--- src/hdl/rgh_pkg.sv ---
// Shared types, constants and the cotangent table builder for the
// horizontal grid-line ray caster. No dependencies.
package rgh_pkg;

    localparam int MAP_SIDE    = 64;
    localparam int CELL_SHIFT  = 6;
    localparam int ANGLE_STEPS = 4096;
    localparam int FRAC_BITS   = 8;

    localparam int PIX_SHIFT   = CELL_SHIFT + FRAC_BITS;     // cell size in Q bits
    localparam int SIDE_W      = $clog2(MAP_SIDE);
    localparam int CELL_ADDR_W = 2 * SIDE_W;
    localparam int MAP_CELLS   = MAP_SIDE * MAP_SIDE;
    localparam int ANGLE_W     = $clog2(ANGLE_STEPS);
    localparam int HALF_TURN   = ANGLE_STEPS / 2;
    localparam int QUARTER     = ANGLE_STEPS / 4;
    localparam int COT_ENTRIES = QUARTER + 1;
    localparam int COT_ADDR_W  = $clog2(COT_ENTRIES);

    localparam int COORD_W     = 20;
    localparam int DIST_W      = 21;
    localparam int REG_W       = 7;
    localparam int CFG_ADDR_W  = 2;
    localparam int COT_W       = 24;                         // magnitude, max 128.0 in Q16
    localparam int RX_W        = 25;                         // signed ray x
    localparam int RY_W        = 22;                         // signed ray y
    localparam int DY_W        = PIX_SHIFT + 1;              // |dy| up to one cell
    localparam int OFS_W       = 23;                         // rounded product magnitude
    localparam int MUL_A_W     = 21;
    localparam int PROD_W      = MUL_A_W + COT_W;
    localparam int SQ_IN_W     = 42;
    localparam int SQ_OUT_W    = SQ_IN_W / 2;
    localparam int STEP_W      = REG_W;

    localparam logic [DIST_W-1:0] DIST_MAX = DIST_W'(1482912);

    localparam logic [CFG_ADDR_W-1:0] CFG_MAP_WIDTH  = CFG_ADDR_W'(0);
    localparam logic [CFG_ADDR_W-1:0] CFG_MAP_HEIGHT = CFG_ADDR_W'(1);
    localparam logic [CFG_ADDR_W-1:0] CFG_MAX_STEPS  = CFG_ADDR_W'(2);

    localparam logic CMD_WRITE = 1'b0;
    localparam logic CMD_CAST  = 1'b1;

    localparam int S_TDATA_W = 72;
    localparam int M_TDATA_W = 64;

    typedef enum logic [3:0] {
        ST_CLEAR, ST_IDLE, ST_ROM, ST_MUL_DY, ST_MUL_XO, ST_XO_FIN,
        ST_CHECK, ST_LOOK, ST_SQ_X, ST_SQ_Y, ST_SQ_ADD, ST_SQRT, ST_DONE
    } rgh_state_t;

    // Restoring long division, elaboration only
    function automatic longint unsigned udiv64(input longint unsigned num,
                                               input longint unsigned den);
        longint unsigned quo, rem;
        quo = 0;
        rem = 0;
        for (int i = 63; i >= 0; i--) begin
            rem = {rem[62:0], num[i]};
            if (rem >= den) begin
                rem = rem - den;
                quo[i] = 1'b1;
            end
        end
        return quo;
    endfunction

    // Cotangent magnitude of a quarter-turn angle index, Q16, elaboration only
    function automatic logic [COT_W-1:0] cot_mag(input int unsigned t);
        longint unsigned x, x2, ts, tc, v;
        longint signed   ss, cc;
        longint unsigned pi_q30;
        longint unsigned one_q30;
        pi_q30  = 64'd3373259426;
        one_q30 = 64'd1 << 30;
        x   = (longint'(t) * pi_q30) >> (ANGLE_W - 1);
        x2  = (x * x) >> 30;
        ts  = x;
        tc  = one_q30;
        ss  = longint'(x);
        cc  = longint'(one_q30);
        for (int k = 1; k <= 6; k++) begin
            ts = udiv64((ts * x2) >> 30, 64'((2 * k) * (2 * k + 1)));
            tc = udiv64((tc * x2) >> 30, 64'((2 * k - 1) * (2 * k)));
            if ((k & 1) == 1) begin
                ss = ss - longint'(ts);
                cc = cc - longint'(tc);
            end else begin
                ss = ss + longint'(ts);
                cc = cc + longint'(tc);
            end
        end
        if (cc < 0) cc = 0;
        if (ss <= 0) begin
            v = 64'd1 << 23;
        end else begin
            v = udiv64(longint'(cc) << 16, longint'(ss));
            if (v > (64'd1 << 23)) v = 64'd1 << 23;
        end
        return v[COT_W-1:0];
    endfunction

endpackage

--- src/hdl/rgh_isqrt.sv ---
// Bit-pair integer square root, one result bit per cycle.
// Depends on rgh_pkg.
module rgh_isqrt (
    input  logic                         aclk,
    input  logic                         aresetn,
    input  logic                         start,
    input  logic [rgh_pkg::SQ_IN_W-1:0]  value,
    output logic                         done,
    output logic [rgh_pkg::SQ_OUT_W-1:0] root
);
    import rgh_pkg::*;

    localparam int CNT_W = $clog2(SQ_OUT_W + 1);

    logic [SQ_IN_W-1:0]  val_reg;
    logic [SQ_OUT_W+1:0] rem_reg;
    logic [SQ_OUT_W-1:0] root_reg;
    logic [CNT_W-1:0]    cnt_reg;
    logic                busy_reg;
    logic [SQ_OUT_W+1:0] cand, trial;
    logic                take;

    assign cand  = {rem_reg[SQ_OUT_W-1:0], val_reg[SQ_IN_W-1 -: 2]};
    assign trial = {root_reg, 2'b01};
    assign take  = (cand >= trial);

    always_ff @(posedge aclk) begin
        if (!aresetn) begin
            busy_reg <= 1'b0;
            done     <= 1'b0;
            cnt_reg  <= '0;
        end else begin
            done <= !start && busy_reg && (cnt_reg == CNT_W'(1));
            if (start) begin
                busy_reg <= 1'b1;
                cnt_reg  <= CNT_W'(SQ_OUT_W);
            end else if (busy_reg) begin
                cnt_reg <= cnt_reg - 1'b1;
                if (cnt_reg == CNT_W'(1)) begin
                    busy_reg <= 1'b0;
                end
            end
        end
    end

    always_ff @(posedge aclk) begin
        if (start) begin
            val_reg  <= value;
            rem_reg  <= '0;
            root_reg <= '0;
        end else if (busy_reg) begin
            val_reg  <= {val_reg[SQ_IN_W-3:0], 2'b00};
            rem_reg  <= take ? (cand - trial) : cand;
            root_reg <= {root_reg[SQ_OUT_W-2:0], take};
        end
    end

    assign root = root_reg;
endmodule

--- config.mk ---
export PLATFORM = sky130hd
export DESIGN_NAME = rgh_isqrt
export DESIGN_NICKNAME = d
export VERILOG_FILES = /design/src/hdl/rgh_pkg.sv /design/src/hdl/rgh_isqrt.sv
export SDC_FILE = /design/constraint.sdc
export NUM_CORES = 1
export LEC_CHECK = 0
export BUFFER_PORTS_ARGS = -buffer_cell sky130_fd_sc_hd__buf_2
export CORE_MARGIN = 4
export CORE_UTILIZATION = 59
export CTS_BUF_LIST = sky130_fd_sc_hd__clkbuf_4
export DETAILED_ROUTE_END_ITERATION = 8
export HOLD_SLACK_MARGIN = 0.15
export PLACE_DENSITY = 0.81
export REMOVE_ABC_BUFFERS = 1
export SYNTH_ARGS = -nofsm -noshare
export SYNTH_HDL_FRONTEND = slang
export SYNTH_SLANG_ARGS = --single-unit
--- constraint.sdc ---
create_clock -name aclk -period 2.8 [get_ports aclk]
set_clock_uncertainty 0.05 [all_clocks]
set_input_delay 0.14 -clock aclk [delete_from_list [all_inputs] [get_ports aclk]]
set_output_delay 0.14 -clock aclk [all_outputs]
set_load 0.01 [all_outputs]
* Yosys cells after proc, flatten, opt, wreduce, memory -nomap -nowiden *
Index checks and enable logic that the tools add are counted.

storage, ports and cells
  register bits = 91
  output and inout port bits = 22

operators by class
  add/sub/neg operators = 2
  order comparisons = 1
  equality and inequality tests = 1
  mux-type cells = 8
  bitwise logic cells = 1
  reduce and logical (&&, ||, !) cells = 5

operator list
  operator                                                                number
  42-bit 2-to-1 mux                                                       2
  23-bit >= comparator                                                    1
  21-bit 2-to-1 mux                                                       1
  21-bit subtractor                                                       1
  5-bit 2-to-1 mux                                                        2
  5-bit by 1-bit equality test with 1-bit output (second input constant)  1
  5-bit by 1-bit subtractor with 5-bit output (second input constant)     1
  1-bit 2-to-1 mux                                                        3
  1-bit logical AND                                                       2
  2-bit nonzero test                                                      1
  2-bit OR reduction                                                      1
  1-bit logical NOT                                                       1
  1-bit NOT                                                               1

* Longest topological paths before layout *
Gate-level depths: netlist (run 1).

  depth after elaboration = 4
  depth in mapped cells = 12
  gate-level depth less buffers = 10

* Worst setup path before layout (run 1) *
OpenSTA, ideal clock, no wires.

  path type = flip-flop to flip-flop
  start point = reg root_reg[6], in the netlist root[6]
  end point = reg rem_reg[17]
  setup time = 0.086 ns
  arrival time = 2.436 ns
  path slack = 0.228 ns
  stages on the path, launching flop included = 12
  period minus slack after synthesis = 2.572 ns
  cell sequence = dfxtp_1 -> inv_1 -> ha_1 -> buf_2 -> a21o_1 -> a21o_1 -> a221oi_2 -> nor3_1 -> a2111oi_2 -> xnor2_1 -> mux2i_1 -> a211oi_1

between the ends
  cells in the longest elaborated chain, start to end = 2
  elaborated cells between the ends (all ways) = 3
  those cells by class = add/sub: 1; order compare: 1; mux: 1

RTL lines
  what                                                       RTL line                          text
  from (decl)                                                rgh_isqrt.sv:17                   logic [SQ_OUT_W-1:0] root_reg;
  from (signal assigned)                                     rgh_isqrt.sv:54                   root_reg <= {root_reg[SQ_OUT_W-2:0], take};
  21-bit subtractor or 23-bit >= comparator (tied branches)  rgh_isqrt.sv:53, rgh_isqrt.sv:25
  21-bit 2-to-1 mux (*)                                      rgh_isqrt.sv:53                   rem_reg <= take ? (cand - trial) : cand;
  to (signal assigned)                                       rgh_isqrt.sv:53
  to (decl)                                                  rgh_isqrt.sv:16                   logic [SQ_OUT_W+1:0] rem_reg;

Every way passes the cells marked *; elsewhere a longest branch is shown, timed or not.
A chain may end at the register's enable or synchronous reset.

* Worst setup path after layout (run 1) *
  start point = reg root_reg[6], in the netlist root[6]
  end point = reg rem_reg[13]

Same word-level chain as after synthesis.

==> run_results.csv, run 1 <==
group,metric,value,unit
outcome,status,"finished clean",
finish,final_layout_size_suffix_gt1_share,28.4,%
detailed_routing,drcViolationCount,0,
detailed_routing,vias,3892,
flow_run,cap_violations,0,
grt,grt_pass1_wl,19.1,mm
worst_setup_path,slowest_stage,"dfxtp_1",
detailed_routing,wl_per_cell,16.4,um
worst_setup_path,cp-start-kind,"register",
worst_setup_path,critPathKind,"register to register",
synth,ys_warn_count,0,
sta,fin_crit,2.68,ns
finish,nFillCells,545,
finish,syn_to_final_growth,21.9,%
finish,most-common-layout-cells,"buf_2, nor2_1, dfxtp_1",
floorplan,dieArea,9940,um2
hold_path,min_path_type,"register to register",
detailed_routing,drtAntennaViolNets,0,
sta,tns,0,ns
worst_setup_path,crit_fanout,8,
worst_setup_path,cp.required,3.08,ns
worst_setup_path,slowest_delay,0.40,ns
clocking,tritoncts,"yes",
pwr,power_density,652,nW/um2
synth,ys_types,56,
synth,syn_inst,469,
floorplan,start_util,60.4,%
clocking,numCtsBuffers,9,
finish,fin_util,73.6,%
sta,slew_headroom,50.0,%
sta,tightestPinTransition,0.750,ns
synth,syn_area_per_cell,10.6,um2
placement,numPortBuffers,66,
synth,synthArstFlopShare,0,%
sta,finalHoldViolCount,0,
grt,grt_usage,24.0,%
grt,grt_overflow,0,
finish,multi_input_area,2520,um2
placement,hpwl,6.94,mm
synth,synth_ff_type,"dfxtp_1",
finish,insertedDiodeCount,0,
finish,largest_reg_flops,42,
sta,min_period_over_period,95.8,%
sta,finalMaxSlewViolations,0,
clocking,cts.sinks,91,
synth,synth-edff-count,42,
floorplan,ioPinCount,67,
grt,antenna_found_initial,0,
clocking,clockBufferDepth,2,
detailed_routing,drt_first_pass_iters,5,
detailed_routing,drt_iter0_markers,111,
sta,setup_viol,0,
worst_setup_path,cp.arrival,2.96,ns
clocking,cts_max_level,3,
sta,hold_slack,0.451,ns
floorplan,core.rowCount,33,
floorplan,die_y,99.7,um
clocking,clkTransAtPathRegs,0.15,ns
synth,ys_seq_area_share,45.2,%
placement,place_inst,629,
grt,grt_start_max_net_pins,58,
pwr,leakagePower,0.00247,uW
floorplan,core-area,8220,um2
detailed_routing,routed_wl,11.3,mm
floorplan,fp.dieW,99.7,um
grt,first_global_vias,3957,
sta,max_freq,0.373,GHz
finish,seq_area,2240,um2
finish,stdcell_count,690,
synth,syn_area,4960,um2
detailed_routing,vias_per_cell,5.64,
pwr,ir_worst_vdd,0.000342,V
finish,nNetsFinal,651,
worst_setup_path,endpoint_kind,"register",
clocking,clk_latency,0.45,ns
clocking,root_buffer,"clkbuf_4",
worst_setup_path,path_cells,"inv_1 > ha_1 > nand4_2 > nor2_2 > a221oi_2 > o31a_1 > o31a_4 > or2_4 > nor4b_2 > nor4_1",
finish,layout_commonest_cell,"buf_2",
placement,gp_congestion,0.895,
synth,ys_ff_latch,91,
## cell families after synthesis
family	Yosys count	share of synthesized area [%]
and+or+nand+nor	126	12.5
adders and majority gates	25	6.31
AOI/OAI and AO/OA	87	13.5
xor gates and xnor gates	18	3.18
DFF	91	45.2
buffers and inverters	54	4.59
muxes	68	14.7
## cell type report
type | instances | share of cell area, %
multi-input combinational | 324 | 41.6
clock buffer | 10 | 1.24
sequential | 91 | 37.1
timing repair buffer | 126 | 15.0
inverter | 29 | 1.80
tap | 105 | 2.17
clock inverter | 5 | 1.03
## metrics by stage
stage	area (um2)	power (uW)	setup slack, ns
global placement	5420	3070	0.183
finish	6050	3940	0.117
detailed placement	5420	3110	0.105
floorplan	4840	2720	-0.427
global route	6050	4180	-0.0235
CTS	6010	3900	0.0518
## worst paths after layout
check	slack (ns)	startpoint	cells after the start	endpoint
min reg2reg	0.45	rem_reg[19]	2	rem_reg[19]
max	0.12	root[6]	10	rem_reg[13]
min	0.45	rem_reg[19]	2	rem_reg[19]
max reg2reg	0.12	root[6]	10	rem_reg[13]
## report_power, final
| group | internal (uW) | total, uW | leakage, uW | switching [uW] |
|---|---|---|---|---|
| clock | 284 | 742 | 0.0000695 | 458 |
| sequential | 1530 | 1610 | 0.000825 | 77.0 |
| combinational | 764 | 1590 | 0.00157 | 830 |
## synthesized netlist by cell type, types with 4 or more instances
| library cell | n | area (um2) |
|---|---|---|
| xnor2_1 | 12 | 105 |
| o21ai_0 | 7 | 35.0 |
| mux2_2 | 40 | 450 |
| nor2b_1 | 6 | 37.5 |
| inv_1 | 29 | 109 |
| a211oi_2 | 10 | 125 |
| xor2_1 | 6 | 52.6 |
| and3_1 | 4 | 25.0 |
| a21o_1 | 7 | 52.6 |
| o21a_1 | 6 | 45.0 |
| nand2b_1 | 4 | 25.0 |
| ha_1 | 25 | 313 |
| clkbuf_1 | 18 | 67.6 |
| edfxtp_1 | 42 | 1260 |
| nand2_1 | 17 | 63.8 |
| a21oi_1 | 22 | 110 |
| dfxtp_1 | 49 | 981 |
| nor2_1 | 59 | 221 |
| a211oi_1 | 12 | 90.1 |
| mux2i_1 | 28 | 280 |
| nor3_1 | 12 | 60.1 |
## worst max-delay path: cells and delay by family (launching register included)
kind | cells | cell delay (ns)
AO/OA/AOI/OAI | 3 | 0.75
adder cells (fa/ha/maj) | 1 | 0.33
flip-flops | 1 | 0.40
AND/OR/NAND/NOR | 5 | 0.99
buffers and inverters | 1 | 0.06
## repair_timing
action / 4_1_cts / 5_1_grt
gates resized for setup: 0 / 8
endpoints found under the setup margin: 0 / 18
endpoints found under the hold margin: 63 / 0
buffers inserted: 0 / 1
hold buffers: 45 / 0
## routing by layer
metal	track usage (%)	vias up	wire length [um]
li1	-	1909	-
met1	30.5	1825	4840
met2	39.9	126	5590
met3	5.19	32	562
met4	9.35	0	309
met5	0	-	0
No activity file was read; power rests on OpenSTA's default activity.
==> run 2, diff against run 1 <==
Settings changed: CELL_PAD_IN_SITES_DETAIL_PLACEMENT set to 0, CELL_PAD_IN_SITES_GLOBAL_PLACEMENT set to 1, CORE_UTILIZATION 59 to 47, PLACE_DENSITY 0.81 to unset, PLACE_DENSITY_LB_ADDON set to 0.1.
==> run 2 against run 1 <==
Critical path depth stayed put; wire length fell by 6.9%; combinational power increased by 3%; global-route usage fell by 5.8 points; maximum frequency rose by 2.2%; critical path type unchanged; clock power shrank 2%; via count is 3.1% lower; sequential power about the same; final cell count increased by 4.5%; sequential cell count is the same.
==> run_results.csv, run 2 (same netlist as run 1, synthesis figures left out) <==
group,metric,value,unit
grt,grt_start_max_net_pins,45,
finish,largest_reg_flops,42,
placement,numPortBuffers,66,
finish,final_layout_size_suffix_gt1_share,29.4,%
grt,grt_pass1_wl,18.5,mm
detailed_routing,drtAntennaViolNets,0,
worst_setup_path,cp-start-kind,"register",
detailed_routing,vias,3771,
clocking,clkTransAtPathRegs,0.16,ns
detailed_routing,drcViolationCount,0,
floorplan,core.rowCount,37,
worst_setup_path,cp.arrival,2.91,ns
finish,most-common-layout-cells,"buf_2, nor2_1, dlygate4sd3_1",
placement,hpwl,7.20,mm
worst_setup_path,reg2reg_slack,0.17,ns
flow_run,cap_violations,0,
clocking,root_buffer,"clkbuf_4",
detailed_routing,wl_per_cell,14.6,um
sta,fin_crit,2.63,ns
sta,finalHoldViolCount,0,
clocking,cts_max_level,3,
sta,tightestPinTransition,0.521,ns
floorplan,die_y,111,um
worst_setup_path,cp.buffers_inverters,1,
finish,layout_commonest_cell,"buf_2",
grt,grt_overflow,0,
sta,slew_headroom,64.4,%
outcome,status,"finished clean",
clocking,numCtsBuffers,9,
worst_setup_path,r2r-start,"root[2]",
pwr,ir_worst_vdd,0.000324,V
floorplan,fp.dieW,111,um
clocking,clockBufferDepth,2,
clocking,clk_latency,0.44,ns
worst_setup_path,crit_family,"compound AO/OA/AOI/OAI gates",
worst_setup_path,critPathKind,"register to register",
floorplan,dieArea,12300,um2
finish,syn_to_final_growth,23.9,%
worst_setup_path,endpoint_kind,"register",
grt,first_global_vias,3869,
finish,insertedDiodeCount,0,
worst_setup_path,cp.depth,10,
worst_setup_path,reg2reg_to,"rem_reg[13]",
worst_setup_path,crit_fanout,4,
worst_setup_path,cp.required,3.09,ns
detailed_routing,routed_wl,10.5,mm
placement,gp_congestion,0.863,
worst_setup_path,worst_r2r_path_depth,10,
detailed_routing,drt_first_pass_iters,5,
sta,max_freq,0.381,GHz
worst_setup_path,slowest_stage,"dfxtp_2",
pwr,power_density,648,nW/um2
finish,nNetsFinal,650,
clocking,tritoncts,"yes",
finish,final_area,6140,um2
detailed_routing,vias_per_cell,5.23,
floorplan,core-area,10300,um2
sta,finalMaxSlewViolations,0,
grt,antenna_found_initial,0,
grt,grt_usage,18.2,%
pwr,leakagePower,0.00249,uW
hold_path,whs_path_depth,2,
finish,nFillCells,877,
placement,dpl_cell_area,5480,um2
worst_setup_path,path_cells,"inv_1 > ha_1 > nor2_1 > a211oi_2 > a221oi_4 > o31a_1 > o31a_4 > or2_4 > nor4b_4 > nor4_1",
hold_path,min_path_type,"input port to register",
hold_path,hold_end,"busy_reg",
sta,min_period_over_period,93.8,%
sta,setup_viol,0,
hold_path,min_from,"start",
sta,hold_slack,0.175,ns
worst_setup_path,slowest_delay,0.36,ns
clocking,cts.sinks,91,
detailed_routing,drt_iter0_markers,182,
floorplan,start_util,48.0,%
floorplan,ioPinCount,67,
worst_setup_path,startpoint,"root[2]",
[run 2: report_power, final]
part | internal, uW | total [uW] | switching [uW]
sequential | 1530 | 1610 | 82.0
combinational | 807 | 1640 | 829
clock | 271 | 730 | 460
[run 2: worst max path at each step]
stage / endpoint / slack, ns
CTS: rem_reg[13] / 0.08
global placement: rem_reg[13] / 0.16
floorplan: val_reg[0] / -0.43
detailed placement: rem_reg[13] / 0.11
global route: rem_reg[13] / -0.006
finish: rem_reg[13] / 0.17
[run 2: metrics by stage]
stage	total power (uW)	std cells	setup TNS (ns)	utilization [%]	worst slack [ns]
floorplan	2720	444	-18.11	-	-0.427
global placement	3140	659	0	53.1	0.159
detailed placement	3150	659	0	53.1	0.108
CTS	3950	719	0	58.6	0.0836
global route	4280	721	-0.00616	59.5	-0.00616
finish	3980	721	0	59.5	0.175
[run 2: layer usage]
| layer | wire length, um | global-route usage (%) | vias to the layer above |
|---|---|---|---|
| met5 | 0 | 0 | - |
| met4 | 140 | 5.34 | 0 |
| met3 | 358 | 3.88 | 18 |
| met2 | 5140 | 30.0 | 63 |
| met1 | 4870 | 24.0 | 1777 |
| li1 | - | - | 1913 |
[run 2: area by class of cell]
type                       instances  area [um2]  area share, %
timing repair buffer             125         923           15.0
clock inverter                     7        65.1           1.06
multi-input combinational        324        2560           41.6
inverter                          29         109           1.77
sequential                        91        2250           36.6
tap                              136         170           2.77
clock buffer                       9        67.6           1.10
[run 2: what timing repair did]
item / in CTS / in global routing
setup buffers: 0 / 2
hold buffers: 44 / 0
resized for setup: 0 / 18
hold endpoints to repair: 49 / 0
setup endpoints to repair: 0 / 21
